## src/design/edra_pkg.sv

```systemverilog
// Shared types and constants for the elevator disk request arbiter.
// Depends on nothing; every other file in the design refers to it by scoped names.
package edra_pkg;

   // Fixed field widths of the transfer payloads
   localparam int OP_W     = 2;
   localparam int CLIENT_W = 4;
   localparam int TRACK_W  = 16;
   localparam int STATUS_W = 3;

   // Input operation codes
   typedef enum logic [OP_W-1:0] {
      OP_REQUEST = 2'd0,
      OP_RELEASE = 2'd1,
      OP_EXPIRE  = 2'd2
   } op_type;

   // Result status codes
   typedef enum logic [STATUS_W-1:0] {
      ST_GRANTED = 3'd0,
      ST_QUEUED  = 3'd1,
      ST_WAITER  = 3'd2,
      ST_FREED   = 3'd3,
      ST_REMOVED = 3'd4,
      ST_IGNORED = 3'd5
   } status_type;

   // Controller states
   typedef enum logic {
      CTL_IDLE  = 1'b0,
      CTL_PURGE = 1'b1
   } ctl_state_type;

   // Per-cycle command to a whole cell chain
   typedef enum logic [1:0] {
      CH_HOLD   = 2'd0,
      CH_INSERT = 2'd1,
      CH_POP    = 2'd2,
      CH_PURGE  = 2'd3
   } chain_op_type;

   typedef struct packed {
      chain_op_type          op;
      logic                  expire;
      logic [CLIENT_W-1:0]   client;
   } chain_cmd_type;

   // Flags a cell hands to its right-hand neighbour
   typedef struct packed {
      logic after;   // new entry belongs at or before this cell
      logic seen;    // a purge match exists at or before this cell
   } link_type;

   // Summary a chain reports to the controller
   typedef struct packed {
      logic front_valid;
      logic any_match;
   } chain_status_type;

endpackage

```

## src/design/edra_req_if.sv

```systemverilog
// Request channel of the disk arbiter: valid/ready handshake and the input payload.
// Depends on edra_pkg for field widths.
interface edra_req_if;
   logic                          valid;
   logic                          ready;
   logic [edra_pkg::OP_W-1:0]     operation;
   logic [edra_pkg::CLIENT_W-1:0] requester;
   logic [edra_pkg::TRACK_W-1:0]  track;
   logic                          may_expire;

   modport source (output valid, output operation, output requester, output track,
                   output may_expire, input ready);
   modport sink   (input valid, input operation, input requester, input track,
                   input may_expire, output ready);
endinterface

```

## src/design/edra_rsp_if.sv

```systemverilog
// Result channel of the disk arbiter: valid/ready handshake and the result payload.
// Depends on edra_pkg for field widths.
interface edra_rsp_if;
   logic                          valid;
   logic                          ready;
   logic [edra_pkg::STATUS_W-1:0] status;
   logic [edra_pkg::CLIENT_W-1:0] client;
   logic [edra_pkg::TRACK_W-1:0]  head_track;

   modport source (output valid, output status, output client, output head_track,
                   input ready);
   modport sink   (input valid, input status, input client, input head_track,
                   output ready);
endinterface

```

## src/design/elevator_disk_request_arbiter.sv

```systemverilog
// C-LOOK disk request arbiter. A request, a release or any other code has its result
// ready in the cycle after transfer; an expiry stays in the purge state while either queue
// holds a matching expirable entry, the purge shift in the cell chains removing one
// matching entry per queue per cycle, then loads its result. Each queue is a row of
// QUEUE_DEPTH sorted cells; insert and pop are single parallel shifts. The result sits in
// an output register; outside a purge a new item is taken whenever it is empty or drains.
module elevator_disk_request_arbiter #(
   parameter int QUEUE_DEPTH = 16,
   parameter int TRACK_BITS  = 16
) (
   input  logic       clock,
   input  logic       reset,
   edra_req_if.sink   req_chan,
   edra_rsp_if.source rsp_chan
);

   edra_pkg::ctl_state_type       state_ff, state_in;
   logic                          busy_ff, busy_in;
   logic [TRACK_BITS-1:0]         head_ff, head_in;
   logic                          sel_ff, sel_in;
   logic [edra_pkg::CLIENT_W-1:0] purge_client_ff, purge_client_in;
   logic                          removed_ff, removed_in;
   logic                          rsp_valid_ff, rsp_valid_in;
   logic [edra_pkg::STATUS_W-1:0] rsp_status_ff;
   logic [edra_pkg::CLIENT_W-1:0] rsp_client_ff;
   logic [edra_pkg::TRACK_W-1:0]  rsp_head_ff;

   edra_pkg::chain_cmd_type       cmd_a, cmd_b;
   edra_pkg::chain_status_type    stat_a, stat_b;
   logic [edra_pkg::CLIENT_W-1:0] front_client_a, front_client_b;
   logic [TRACK_BITS-1:0]         front_track_a, front_track_b;
   logic [TRACK_BITS-1:0]         new_track;
   logic                          slot_free;
   logic                          sweep_valid, wrap_valid, to_sweep, into_b;
   logic                          load;
   edra_pkg::status_type          load_status;
   logic [edra_pkg::CLIENT_W-1:0] load_client;

   assign new_track   = TRACK_BITS'(req_chan.track);
   assign slot_free   = !rsp_valid_ff || rsp_chan.ready;
   // sel_ff low: chain A holds the sweep queue
   assign sweep_valid = sel_ff ? stat_b.front_valid : stat_a.front_valid;
   assign wrap_valid  = sel_ff ? stat_a.front_valid : stat_b.front_valid;
   assign to_sweep    = new_track >= head_ff;
   assign into_b      = to_sweep ? sel_ff : !sel_ff;

   edra_chain #(
      .QUEUE_DEPTH (QUEUE_DEPTH),
      .TRACK_BITS  (TRACK_BITS)
   ) u_chain_a (
      .clock        (clock),
      .reset        (reset),
      .cmd          (cmd_a),
      .new_track    (new_track),
      .status       (stat_a),
      .front_client (front_client_a),
      .front_track  (front_track_a)
   );

   edra_chain #(
      .QUEUE_DEPTH (QUEUE_DEPTH),
      .TRACK_BITS  (TRACK_BITS)
   ) u_chain_b (
      .clock        (clock),
      .reset        (reset),
      .cmd          (cmd_b),
      .new_track    (new_track),
      .status       (stat_b),
      .front_client (front_client_b),
      .front_track  (front_track_b)
   );

   // Decode the item, steer the chains and form the result
   always_comb begin
      state_in        = state_ff;
      busy_in         = busy_ff;
      head_in         = head_ff;
      sel_in          = sel_ff;
      purge_client_in = purge_client_ff;
      removed_in      = removed_ff;
      cmd_a           = '{op: edra_pkg::CH_HOLD, expire: req_chan.may_expire,
                          client: req_chan.requester};
      cmd_b           = cmd_a;
      load            = 1'b0;
      load_status     = edra_pkg::ST_IGNORED;
      load_client     = req_chan.requester;
      req_chan.ready  = 1'b0;
      case (state_ff)
         edra_pkg::CTL_IDLE: begin
            req_chan.ready = slot_free;
            if (req_chan.valid && slot_free) begin
               case (edra_pkg::op_type'(req_chan.operation))
                  edra_pkg::OP_REQUEST: begin
                     load = 1'b1;
                     if (!busy_ff) begin
                        busy_in     = 1'b1;
                        head_in     = new_track;
                        load_status = edra_pkg::ST_GRANTED;
                     end else begin
                        load_status = edra_pkg::ST_QUEUED;
                        if (into_b) begin
                           cmd_b.op = edra_pkg::CH_INSERT;
                        end else begin
                           cmd_a.op = edra_pkg::CH_INSERT;
                        end
                     end
                  end
                  edra_pkg::OP_RELEASE: begin
                     load = 1'b1;
                     if (sweep_valid || wrap_valid) begin
                        // pop the sweep queue, or swap roles and pop the wrap queue
                        busy_in     = 1'b1;
                        load_status = edra_pkg::ST_WAITER;
                        if (sweep_valid != sel_ff) begin
                           cmd_a.op    = edra_pkg::CH_POP;
                           head_in     = front_track_a;
                           load_client = front_client_a;
                        end else begin
                           cmd_b.op    = edra_pkg::CH_POP;
                           head_in     = front_track_b;
                           load_client = front_client_b;
                        end
                        if (!sweep_valid) begin
                           sel_in = !sel_ff;
                        end
                     end else begin
                        busy_in     = 1'b0;
                        load_status = edra_pkg::ST_FREED;
                        load_client = '0;
                     end
                  end
                  edra_pkg::OP_EXPIRE: begin
                     state_in        = edra_pkg::CTL_PURGE;
                     purge_client_in = req_chan.requester;
                     removed_in      = 1'b0;
                  end
                  default: begin
                     load        = 1'b1;
                     load_status = edra_pkg::ST_IGNORED;
                  end
               endcase
            end
         end
         edra_pkg::CTL_PURGE: begin
            cmd_a.client = purge_client_ff;
            cmd_b.client = purge_client_ff;
            if (stat_a.any_match || stat_b.any_match) begin
               // drop the first match in each queue this cycle
               cmd_a.op   = edra_pkg::CH_PURGE;
               cmd_b.op   = edra_pkg::CH_PURGE;
               removed_in = 1'b1;
            end else if (slot_free) begin
               load        = 1'b1;
               load_status = removed_ff ? edra_pkg::ST_REMOVED : edra_pkg::ST_IGNORED;
               load_client = purge_client_ff;
               state_in    = edra_pkg::CTL_IDLE;
            end
         end
         default: begin
            state_in = edra_pkg::CTL_IDLE;
         end
      endcase
   end

   assign rsp_valid_in = load || (rsp_valid_ff && !rsp_chan.ready);

   // Hold control state and the output register
   always_ff @(posedge clock) begin
      if (reset) begin
         state_ff     <= edra_pkg::CTL_IDLE;
         busy_ff      <= 1'b0;
         head_ff      <= '0;
         sel_ff       <= 1'b0;
         removed_ff   <= 1'b0;
         rsp_valid_ff <= 1'b0;
      end else begin
         state_ff     <= state_in;
         busy_ff      <= busy_in;
         head_ff      <= head_in;
         sel_ff       <= sel_in;
         removed_ff   <= removed_in;
         rsp_valid_ff <= rsp_valid_in;
      end
      purge_client_ff <= purge_client_in;
      if (load) begin
         rsp_status_ff <= load_status;
         rsp_client_ff <= load_client;
         rsp_head_ff   <= edra_pkg::TRACK_W'(head_in);
      end
   end

   assign rsp_chan.valid      = rsp_valid_ff;
   assign rsp_chan.status     = rsp_status_ff;
   assign rsp_chan.client     = rsp_client_ff;
   assign rsp_chan.head_track = rsp_head_ff;

endmodule

```

## src/design/edra_cell.sv

```systemverilog
// One queue cell: holds a single pending request and shifts with its neighbours.
// Depends on edra_pkg for the chain command and link types.
module edra_cell #(
   parameter int TRACK_BITS = 16
) (
   input  logic                          clock,
   input  logic                          reset,
   input  edra_pkg::chain_cmd_type       cmd,
   input  logic [TRACK_BITS-1:0]         new_track,
   input  edra_pkg::link_type            left_link,
   input  logic                          left_valid,
   input  logic                          left_expire,
   input  logic [edra_pkg::CLIENT_W-1:0] left_client,
   input  logic [TRACK_BITS-1:0]         left_track,
   input  logic                          right_valid,
   input  logic                          right_expire,
   input  logic [edra_pkg::CLIENT_W-1:0] right_client,
   input  logic [TRACK_BITS-1:0]         right_track,
   output edra_pkg::link_type            link,
   output logic                          valid,
   output logic                          expire,
   output logic [edra_pkg::CLIENT_W-1:0] client,
   output logic [TRACK_BITS-1:0]         track
);

   logic                          valid_ff,  valid_in;
   logic                          expire_ff, expire_in;
   logic [edra_pkg::CLIENT_W-1:0] client_ff, client_in;
   logic [TRACK_BITS-1:0]         track_ff,  track_in;
   logic                          match;

   // Work out the flags handed to the right-hand neighbour
   always_comb begin
      link.after = !(valid_ff && (track_ff <= new_track));
      match      = valid_ff && expire_ff && (client_ff == cmd.client);
      link.seen  = left_link.seen || match;
   end

   // Choose next contents: hold, take the new entry, or shift from a neighbour
   always_comb begin
      valid_in  = valid_ff;
      expire_in = expire_ff;
      client_in = client_ff;
      track_in  = track_ff;
      case (cmd.op)
         edra_pkg::CH_INSERT: begin
            if (link.after && left_link.after) begin
               valid_in  = left_valid;
               expire_in = left_expire;
               client_in = left_client;
               track_in  = left_track;
            end else if (link.after) begin
               valid_in  = 1'b1;
               expire_in = cmd.expire;
               client_in = cmd.client;
               track_in  = new_track;
            end
         end
         edra_pkg::CH_POP: begin
            valid_in  = right_valid;
            expire_in = right_expire;
            client_in = right_client;
            track_in  = right_track;
         end
         edra_pkg::CH_PURGE: begin
            if (link.seen) begin
               valid_in  = right_valid;
               expire_in = right_expire;
               client_in = right_client;
               track_in  = right_track;
            end
         end
         default: begin
            valid_in = valid_ff;
         end
      endcase
   end

   // Hold the cell contents
   always_ff @(posedge clock) begin
      if (reset) begin
         valid_ff <= 1'b0;
      end else begin
         valid_ff <= valid_in;
      end
      expire_ff <= expire_in;
      client_ff <= client_in;
      track_ff  <= track_in;
   end

   assign valid  = valid_ff;
   assign expire = expire_ff;
   assign client = client_ff;
   assign track  = track_ff;

endmodule

```

## src/design/edra_chain.sv

```systemverilog
// Sorted queue built as a row of edra_cell instances, lowest track at the front.
// Depends on edra_pkg and edra_cell.
module edra_chain #(
   parameter int QUEUE_DEPTH = 16,
   parameter int TRACK_BITS  = 16
) (
   input  logic                          clock,
   input  logic                          reset,
   input  edra_pkg::chain_cmd_type       cmd,
   input  logic [TRACK_BITS-1:0]         new_track,
   output edra_pkg::chain_status_type    status,
   output logic [edra_pkg::CLIENT_W-1:0] front_client,
   output logic [TRACK_BITS-1:0]         front_track
);

   edra_pkg::link_type            link   [QUEUE_DEPTH];
   logic                          valid  [QUEUE_DEPTH];
   logic                          expire [QUEUE_DEPTH];
   logic [edra_pkg::CLIENT_W-1:0] client [QUEUE_DEPTH];
   logic [TRACK_BITS-1:0]         track  [QUEUE_DEPTH];

   // Wire each cell to its left and right neighbours; the ends see an empty cell
   for (genvar i = 0; i < QUEUE_DEPTH; i++) begin : g_cell
      edra_pkg::link_type            l_link;
      logic                          l_valid, l_expire, r_valid, r_expire;
      logic [edra_pkg::CLIENT_W-1:0] l_client, r_client;
      logic [TRACK_BITS-1:0]         l_track, r_track;

      if (i == 0) begin : g_first
         assign l_link   = '0;
         assign l_valid  = 1'b0;
         assign l_expire = 1'b0;
         assign l_client = '0;
         assign l_track  = '0;
      end else begin : g_inner_l
         assign l_link   = link[i-1];
         assign l_valid  = valid[i-1];
         assign l_expire = expire[i-1];
         assign l_client = client[i-1];
         assign l_track  = track[i-1];
      end

      if (i == QUEUE_DEPTH - 1) begin : g_last
         assign r_valid  = 1'b0;
         assign r_expire = 1'b0;
         assign r_client = '0;
         assign r_track  = '0;
      end else begin : g_inner_r
         assign r_valid  = valid[i+1];
         assign r_expire = expire[i+1];
         assign r_client = client[i+1];
         assign r_track  = track[i+1];
      end

      edra_cell #(
         .TRACK_BITS (TRACK_BITS)
      ) u_cell (
         .clock        (clock),
         .reset        (reset),
         .cmd          (cmd),
         .new_track    (new_track),
         .left_link    (l_link),
         .left_valid   (l_valid),
         .left_expire  (l_expire),
         .left_client  (l_client),
         .left_track   (l_track),
         .right_valid  (r_valid),
         .right_expire (r_expire),
         .right_client (r_client),
         .right_track  (r_track),
         .link         (link[i]),
         .valid        (valid[i]),
         .expire       (expire[i]),
         .client       (client[i]),
         .track        (track[i])
      );
   end

   // Report the front entry and whether any cell matches the purge client
   assign status.front_valid = valid[0];
   assign status.any_match   = link[QUEUE_DEPTH-1].seen;
   assign front_client       = client[0];
   assign front_track        = track[0];

endmodule

```

## src/flat_wrapper.sv

```systemverilog
// flat-port wrapper written by rule: the top's interface ports become plain ports
module elevator_disk_request_arbiter_flat 
#(
   parameter int QUEUE_DEPTH = 16,
   parameter int TRACK_BITS  = 16
)
  (clock, reset, req_chan_valid, req_chan_operation, req_chan_requester, req_chan_track, req_chan_may_expire, req_chan_ready, rsp_chan_valid, rsp_chan_status, rsp_chan_client, rsp_chan_head_track, rsp_chan_ready);
  edra_req_if req_chan_i ();
  edra_rsp_if rsp_chan_i ();
  input  logic clock;
  input  logic reset;
  input wire logic [$bits(req_chan_i.valid)-1:0] req_chan_valid;
  input wire logic [$bits(req_chan_i.operation)-1:0] req_chan_operation;
  input wire logic [$bits(req_chan_i.requester)-1:0] req_chan_requester;
  input wire logic [$bits(req_chan_i.track)-1:0] req_chan_track;
  input wire logic [$bits(req_chan_i.may_expire)-1:0] req_chan_may_expire;
  output wire logic [$bits(req_chan_i.ready)-1:0] req_chan_ready;
  output wire logic [$bits(rsp_chan_i.valid)-1:0] rsp_chan_valid;
  output wire logic [$bits(rsp_chan_i.status)-1:0] rsp_chan_status;
  output wire logic [$bits(rsp_chan_i.client)-1:0] rsp_chan_client;
  output wire logic [$bits(rsp_chan_i.head_track)-1:0] rsp_chan_head_track;
  input wire logic [$bits(rsp_chan_i.ready)-1:0] rsp_chan_ready;
  assign req_chan_i.valid = req_chan_valid;
  assign req_chan_i.operation = req_chan_operation;
  assign req_chan_i.requester = req_chan_requester;
  assign req_chan_i.track = req_chan_track;
  assign req_chan_i.may_expire = req_chan_may_expire;
  assign req_chan_ready = req_chan_i.ready;
  assign rsp_chan_valid = rsp_chan_i.valid;
  assign rsp_chan_status = rsp_chan_i.status;
  assign rsp_chan_client = rsp_chan_i.client;
  assign rsp_chan_head_track = rsp_chan_i.head_track;
  assign rsp_chan_i.ready = rsp_chan_ready;
  elevator_disk_request_arbiter #(.QUEUE_DEPTH(QUEUE_DEPTH), .TRACK_BITS(TRACK_BITS)) u_core (.clock(clock), .reset(reset), .req_chan(req_chan_i), .rsp_chan(rsp_chan_i));
endmodule
```

## config.mk

```make
export PLATFORM = sky130hd
export DESIGN_NAME = elevator_disk_request_arbiter_flat
export DESIGN_NICKNAME = d
export VERILOG_FILES = /design/src/design/edra_pkg.sv /design/src/design/edra_req_if.sv /design/src/design/edra_rsp_if.sv /design/src/design/elevator_disk_request_arbiter.sv /design/src/design/edra_cell.sv /design/src/design/edra_chain.sv /design/src/flat_wrapper.sv
export SDC_FILE = /design/constraint.sdc
export NUM_CORES = 2
export LEC_CHECK = 0
export BUFFER_PORTS_ARGS = -buffer_cell sky130_fd_sc_hd__buf_2
export CORE_ASPECT_RATIO = 0.7
export CORE_MARGIN = 8
export CORE_UTILIZATION = 65
export CTS_BUF_LIST = sky130_fd_sc_hd__clkbuf_8
export DETAILED_ROUTE_END_ITERATION = 6
export HOLD_SLACK_MARGIN = 0.05
export PLACE_DENSITY = 0.9
export SETUP_SLACK_MARGIN = 0.1
export SLEW_MARGIN = 20
export SYNTH_ARGS = -nofsm -noshare
export SYNTH_HDL_FRONTEND = slang
export SYNTH_HIERARCHICAL = 1
export SYNTH_SLANG_ARGS = --single-unit
```

## constraint.sdc

```tcl
create_clock -name clock -period 13.35 [get_ports clock]
set_clock_uncertainty 0.1 [all_clocks]
set_input_delay 1.335 -clock clock [delete_from_list [all_inputs] [get_ports clock]]
set_output_delay 1.335 -clock clock [all_outputs]
set_load 0.02 [all_outputs]
```

# [Yosys cells after proc, flatten, opt, wreduce, memory -nomap -nowiden]
# Cells that the tools add are included.
[word_totals] register_bits=752 in_bits=27 output_inout_bits=25
[classes] magnitude_cmp=33 n_eq_ne=108 mux=559 n_bitwise=2 reduce_logical=237
[ops] op="16-bit 2-to-1 mux" n=99
[ops] op="16-bit case mux with 3 select lines" n=32
[ops] op="16-bit <= comparator" n=32
[ops] op="4-bit 2-to-1 mux" n=101
[ops] op="4-bit case mux with 3 select lines" n=32
[ops] op="1-bit 2-to-1 mux" n=207
[ops] op="1-bit case mux with 3 select lines" n=64
[ops] op="4-bit equality test" n=32
[ops] op="1-bit logical AND" n=128
[ops] op="3-bit AND reduction" n=35
[ops] op="3-bit inequality test (second input constant)" n=30
[ops] op="2-bit by 1-bit inequality test with 1-bit output (second input constant)" n=33
[ops] op="1-bit logical NOT" n=35
[ops] op="1-bit logical OR" n=34
[ops] op="16-bit case mux with 2 select lines" n=1
[ops] op="2-bit 2-to-1 mux" n=9
[ops] op="16-bit greater-or-equal comparator" n=1
[ops] op="2-bit case mux with 2 select lines" n=4
[ops] op="3-bit case mux with 2 select lines" n=2
[ops] op="2-bit equality test (second input constant)" n=5
[ops] op="3-bit 2-to-1 mux" n=3
[ops] op="2-bit inequality test (second input constant)" n=4
[ops] op="1-bit case mux with 2 select lines" n=4
[ops] op="4-bit case mux with 2 select lines" n=1
[ops] op="7 further kinds" n=11

# [Logic depth before layout (Yosys ltp)]
[depth] ltp_word=24 mapped_depth=44 mapped_depth_nobuf=42

# [By module]
# The synthesis kept the hierarchy.
[modules_own_cells] mod="edra_cell (u_core.u_chain_a.g_cell[0].u_cell ...)" instances=26 cells_each=150 area_each_um2=1734.2
[modules_own_cells] mod="edra_cell (u_core.u_chain_b.g_cell[4].u_cell ...)" instances=6 cells_each=150 area_each_um2=1742.9
[modules_own_cells] mod="elevator_disk_request_arbiter" instances=1 cells_each=316 area_each_um2=2939.1
[modules_own_cells] mod="edra_chain" instances=2 cells_each=2 area_each_um2=11.3

# [Worst setup path after synthesis]
# No wires, ideal clock.
[synth_path] kind="in2reg" start="input port req_chan_requester[1]" end="register u_core.u_chain_b.g_cell[0].u_cell.client_ff (netlist bit u_core/u_chain_b/g_cell[0].u_cell/client[0]) (enable)" arrival_time_ns=7.107 slack_ns=5.766 cell_stages=40 path_buffers=0 cell_sequence="mux2_2 -> xnor2_1 -> and3_1 -> a21oi_1 -> inv_1 -> a21oi_1 -> inv_1 -> a21oi_1 -> inv_1 -> a21oi_1 -> inv_1 -> a21oi_1 -> inv_1 -> a21oi_1 -> inv_1 -> a21oi_1 -> inv_1 -> a21oi_1 -> (+4 left out) -> inv_1 -> a21oi_1 -> inv_1 -> a21oi_1 -> inv_1 -> a21oi_1 -> inv_1 -> a21oi_1 -> inv_1 -> a21oi_1 -> inv_1 -> a21oi_1 -> inv_1 -> o21a_1 -> a21oi_1 -> nand3_1 -> a21oi_1 -> a21o_1"
[synth_rtl] element="start: declaration" line="flat_wrapper.sv:14" text="input wire logic [$bits(req_chan_i.requester)-1:0] req_chan_requester;"
[synth_rtl] element="end signal: assignment" line="edra_cell.sv:87" text="client_ff <= client_in;"
[synth_rtl] element="end: declaration" line="edra_cell.sv:28" text="logic [edra_pkg::CLIENT_W-1:0] client_ff, client_in;"

==> impl_metrics.sql <==
INSERT INTO impl_metrics (metric_group, metric, value, unit) VALUES
('outcome', 'run_status', 'finished with violations', ''),
('outcome', 'failed_checks', 'design-rule violations, max-slew violations', ''),
('layout', 'nets', '5822', ''),
('grt', 'grt_pass1_wl', '247000', 'µm'),
('synth', 'synthesis.area', '58500', 'µm²'),
('grt', 'global_route_usage_over_all_layers', '30.8', '%'),
('layout', 'finish.instance_area', '62600', 'µm²'),
('clocking', 'cts_num_sinks', '752', ''),
('sta', 'worst-slew-pin-transition', '2.34', 'ns'),
('setup_path', 'timing.critical_path.slowest_cell_delay', '0.86', 'ns'),
('clocking', 'numCtsBuffers', '118', ''),
('pwr', 'netSwitchingPower', '2.24', 'mW'),
('clocking', 'clk_transition_reported_paths', '0.06', 'ns'),
('setup_path', 'critical-path-top-delay-family', 'compound AO/OA/AOI/OAI gates', ''),
('sta', 'final_critical_path_required_period', '9.88', 'ns'),
('sta', 'slew_viol_final', '46', ''),
('run', 'max_cap_viols', '0', ''),
('layout', 'drive_gt1_share', '19.8', '%'),
('sta', 'timing.final.setup_violations', '0', ''),
('detailed_routing', 'detailedRoute.firstPassIterationCount', '7', ''),
('die', 'floorplan.die.height', '267', 'µm'),
('setup_path', 'setup.worst_path.class', 'reg -> reg', ''),
('die', 'io-pin-count', '52', ''),
('setup_path', 'crit_path_frequent_cell', 'a21oi_1', ''),
('clocking', 'worst_case_clock_buffer_depth', '3', ''),
('setup_path', 'critPathRequiredTime', '13.69', 'ns'),
('detailed_routing', 'number_of_remaining_drc_errors', '4', ''),
('grt', 'grt.overflow.total', '0', ''),
('setup_path', 'path_max_fanout', '192', ''),
('sta', 'report.final.hold_viol_count', '0', ''),
('die', 'placement_rows', '92', ''),
('detailed_routing', 'routed_via_density', '6.80', ''),
('pwr', 'power_per_cell_area', '110', 'nW/µm²'),
('pwr', 'vdd.ir_drop.worst', '0.0000978', 'V'),
('synth', 'ys_warn_count', '6', ''),
('place', 'routabilityCongestion', '0.950', ''),
('detailed_routing', 'wire_per_inst', '24.9', 'µm'),
('pwr', 'power.share.clock', '28.0', '%'),
('setup_path', 'crit_path_end_kind', 'flop', ''),
('detailed_routing', 'via_count_of_the_routed_design', '44527', ''),
('place', 'detailed_place_hpwl', '114000', 'µm'),
('grt', 'grt_pass1_vias', '43318', ''),
('setup_path', 'timing.critical_path.buf_inv', '18', ''),
('hold_path', 'hold_class', 'reg -> reg', ''),
('setup_path', 'cp.arrival', '10.22', 'ns'),
('clocking', 'post-cts-setup-buffers', '0', ''),
('pwr', 'final_total_power', '6.89', 'mW'),
('die', 'initial_utilization', '65.3', '%'),
('place', 'io_buffer_count', '51', ''),
('grt', 'grt_antenna_before_repair', '5', ''),
('place', 'placedInstanceArea', '60000', 'µm²'),
('clocking', 'cts-resized-gates', '0', ''),
('pwr', 'combinationalPowerShare', '25.6', '%'),
('clocking', 'insertion_delay', '0.84', 'ns'),
('sta', 'rsz0062_at_grt', 'false', ''),
('synth', 'post_synth.cell_area_avg', '11.4', 'µm²'),
('grt', 'grt_start_max_net_pins', '209', ''),
('synth', 'syn-instance-count', '5116', ''),
('clocking', 'clock_tree.root_cell', 'clkbuf_8', ''),
('sta', 'clock.fmax', '101', 'MHz'),
('clocking', 'cts-htree-levels', '3', ''),
('setup_path', 'critPathLaunchType', 'flop', ''),
('pwr', 'swShare', '32.5', '%'),
('clocking', 'cts_tree', 'done', ''),
('pwr', 'internal-power', '4.65', 'mW'),
('sta', 'final.setup.tns', '0', 'ns'),
('clocking', 'holdBufCountCts', '0', ''),
('sta', 'relative_slew_margins', '-56.8', '%'),
('die', 'core', '89600', 'µm²'),
('layout', 'utilization', '69.9', '%'),
('pwr', 'sequentialPowerShare', '46.3', '%'),
('die', 'die_x', '375', 'µm'),
('sta', 'period_utilization_post_route', '74.0', '%'),
('die', 'dieArea', '100000', 'µm²'),
('detailed_routing', 'drt-initial-drc-count', '6948', ''),
('detailed_routing', 'routed_wirelength', '163000', 'µm'),
('setup_path', 'cp_slowest_cell', 'dfxtp_1', ''),
('pwr', 'p_leak', '25.6', 'nW'),
('layout', 'area_growth', '6.96', '%'),
('detailed_routing', 'drt.antenna.violating_nets', '0', '');
==> per-layer routing <==
layer | up-vias | wire, µm | GRT usage (%)
li1 | 19384 | - | -
met1 | 21825 | 68500 | 45.2
met2 | 2993 | 68700 | 44.4
met3 | 323 | 21900 | 8.88
met4 | 2 | 3560 | 8.01
met5 | - | 42 | 0
==> worst register-to-register path: cells and delay by family (launching register included) <==
family	cells	cell delay [ns]
xor gates and xnor gates	1	0.22
AOI/OAI and AO/OA	20	4.09
buffers and inverters	18	2.40
and+or+nand+nor	3	1.19
muxes	1	0.66
DFF	1	0.86
==> through the flow <==
stage               worst slack (ns)  hold slack [ns]  cells
floorplan                       5.77            0.355   5208
global placement                3.65            0.412   6299
detailed placement              3.45            0.413   6301
CTS                             3.81            0.422   6518
global route                    2.87            0.475   6539
finish                          3.47            0.448   6544
==> flip-flops by register name, summed over array words and instances, names as in the netlist <==
| signal | cells |
|---|---|
| u_core/u_chain_a/g_cell.u_cell/track | 256 |
| u_core/u_chain_b/g_cell.u_cell/track | 256 |
| u_core/u_chain_a/g_cell.u_cell/client | 64 |
| u_core/u_chain_b/g_cell.u_cell/client | 64 |
| u_core/head_ff | 16 |
| u_core/rsp_chan.head_track | 16 |
| u_core/u_chain_a/g_cell.u_cell/expire | 16 |
| u_core/u_chain_a/g_cell.u_cell/valid | 16 |
| u_core/u_chain_b/g_cell.u_cell/expire | 16 |
| u_core/u_chain_b/g_cell.u_cell/valid | 16 |
| u_core/purge_client_ff | 4 |
| u_core/rsp_chan.client | 4 |
| u_core/rsp_chan.status | 3 |
| u_core/busy_ff | 1 |
| u_core/removed_ff | 1 |
| u_core/rsp_chan.valid | 1 |
| u_core/sel_ff | 1 |
| u_core/state_ff | 1 |
==> worst paths after layout <==
| check | endpoint | cells past startpoint | from | slack, ns |
|---|---|---|---|---|
| worst max-delay path | u_core/u_chain_b/g_cell[13].u_cell/track[7] | 43 | u_core/state_ff | 3.47 |
| worst min-delay path | u_core/busy_ff | 2 | u_core/busy_ff | 0.45 |
| worst max register to register | u_core/u_chain_b/g_cell[13].u_cell/track[7] | 43 | u_core/state_ff | 3.47 |
| worst min register to register | u_core/busy_ff | 2 | u_core/busy_ff | 0.45 |
==> area by class of cell <==
| cell class | count | area, µm² |
|---|---|---|
| diodes | 5 | 12.5 |
| clock buffers | 131 | 1800 |
| clock inverters | 86 | 415 |
| fillers | 5839 | 27000 |
| inverters | 630 | 2360 |
| multi-input cells | 3644 | 33500 |
| flip-flops and latches | 752 | 22100 |
| well taps | 1175 | 1470 |
| repair buffers | 121 | 975 |
==> power groups by stage <==
| stage | logic [mW] | registers, mW | clock network [mW] |
|---|---|---|---|
| 2_1_floorplan | 1.26 | 3.10 | 0 |
| 3_3_place_gp | 1.56 | 3.21 | 0 |
| 3_5_place_dp | 1.67 | 3.22 | 0 |
| 4_1_cts | 1.69 | 3.17 | 1.93 |
| 5_1_grt | 1.89 | 3.20 | 2.03 |
| 6_report | 1.76 | 3.19 | 1.93 |
==> cells in the final DEF, fill, tap and decap left out, drive strengths merged, types with 64 or more instances in the layout <==
| cell | count |
|---|---|
| mux2 | 1352 |
| edfxtp | 699 |
| inv | 675 |
| ha | 528 |
| a21oi | 332 |
| nand2 | 199 |
| nand4 | 137 |
| clkbuf | 131 |
| buf | 121 |
| o21a | 99 |
| xor2 | 96 |
| conb | 94 |
| nand2b | 72 |
| a21o | 67 |
| a2111oi | 67 |
| o211ai | 65 |
| or3 | 64 |
Note: power is estimated with default switching activity, not from simulation.
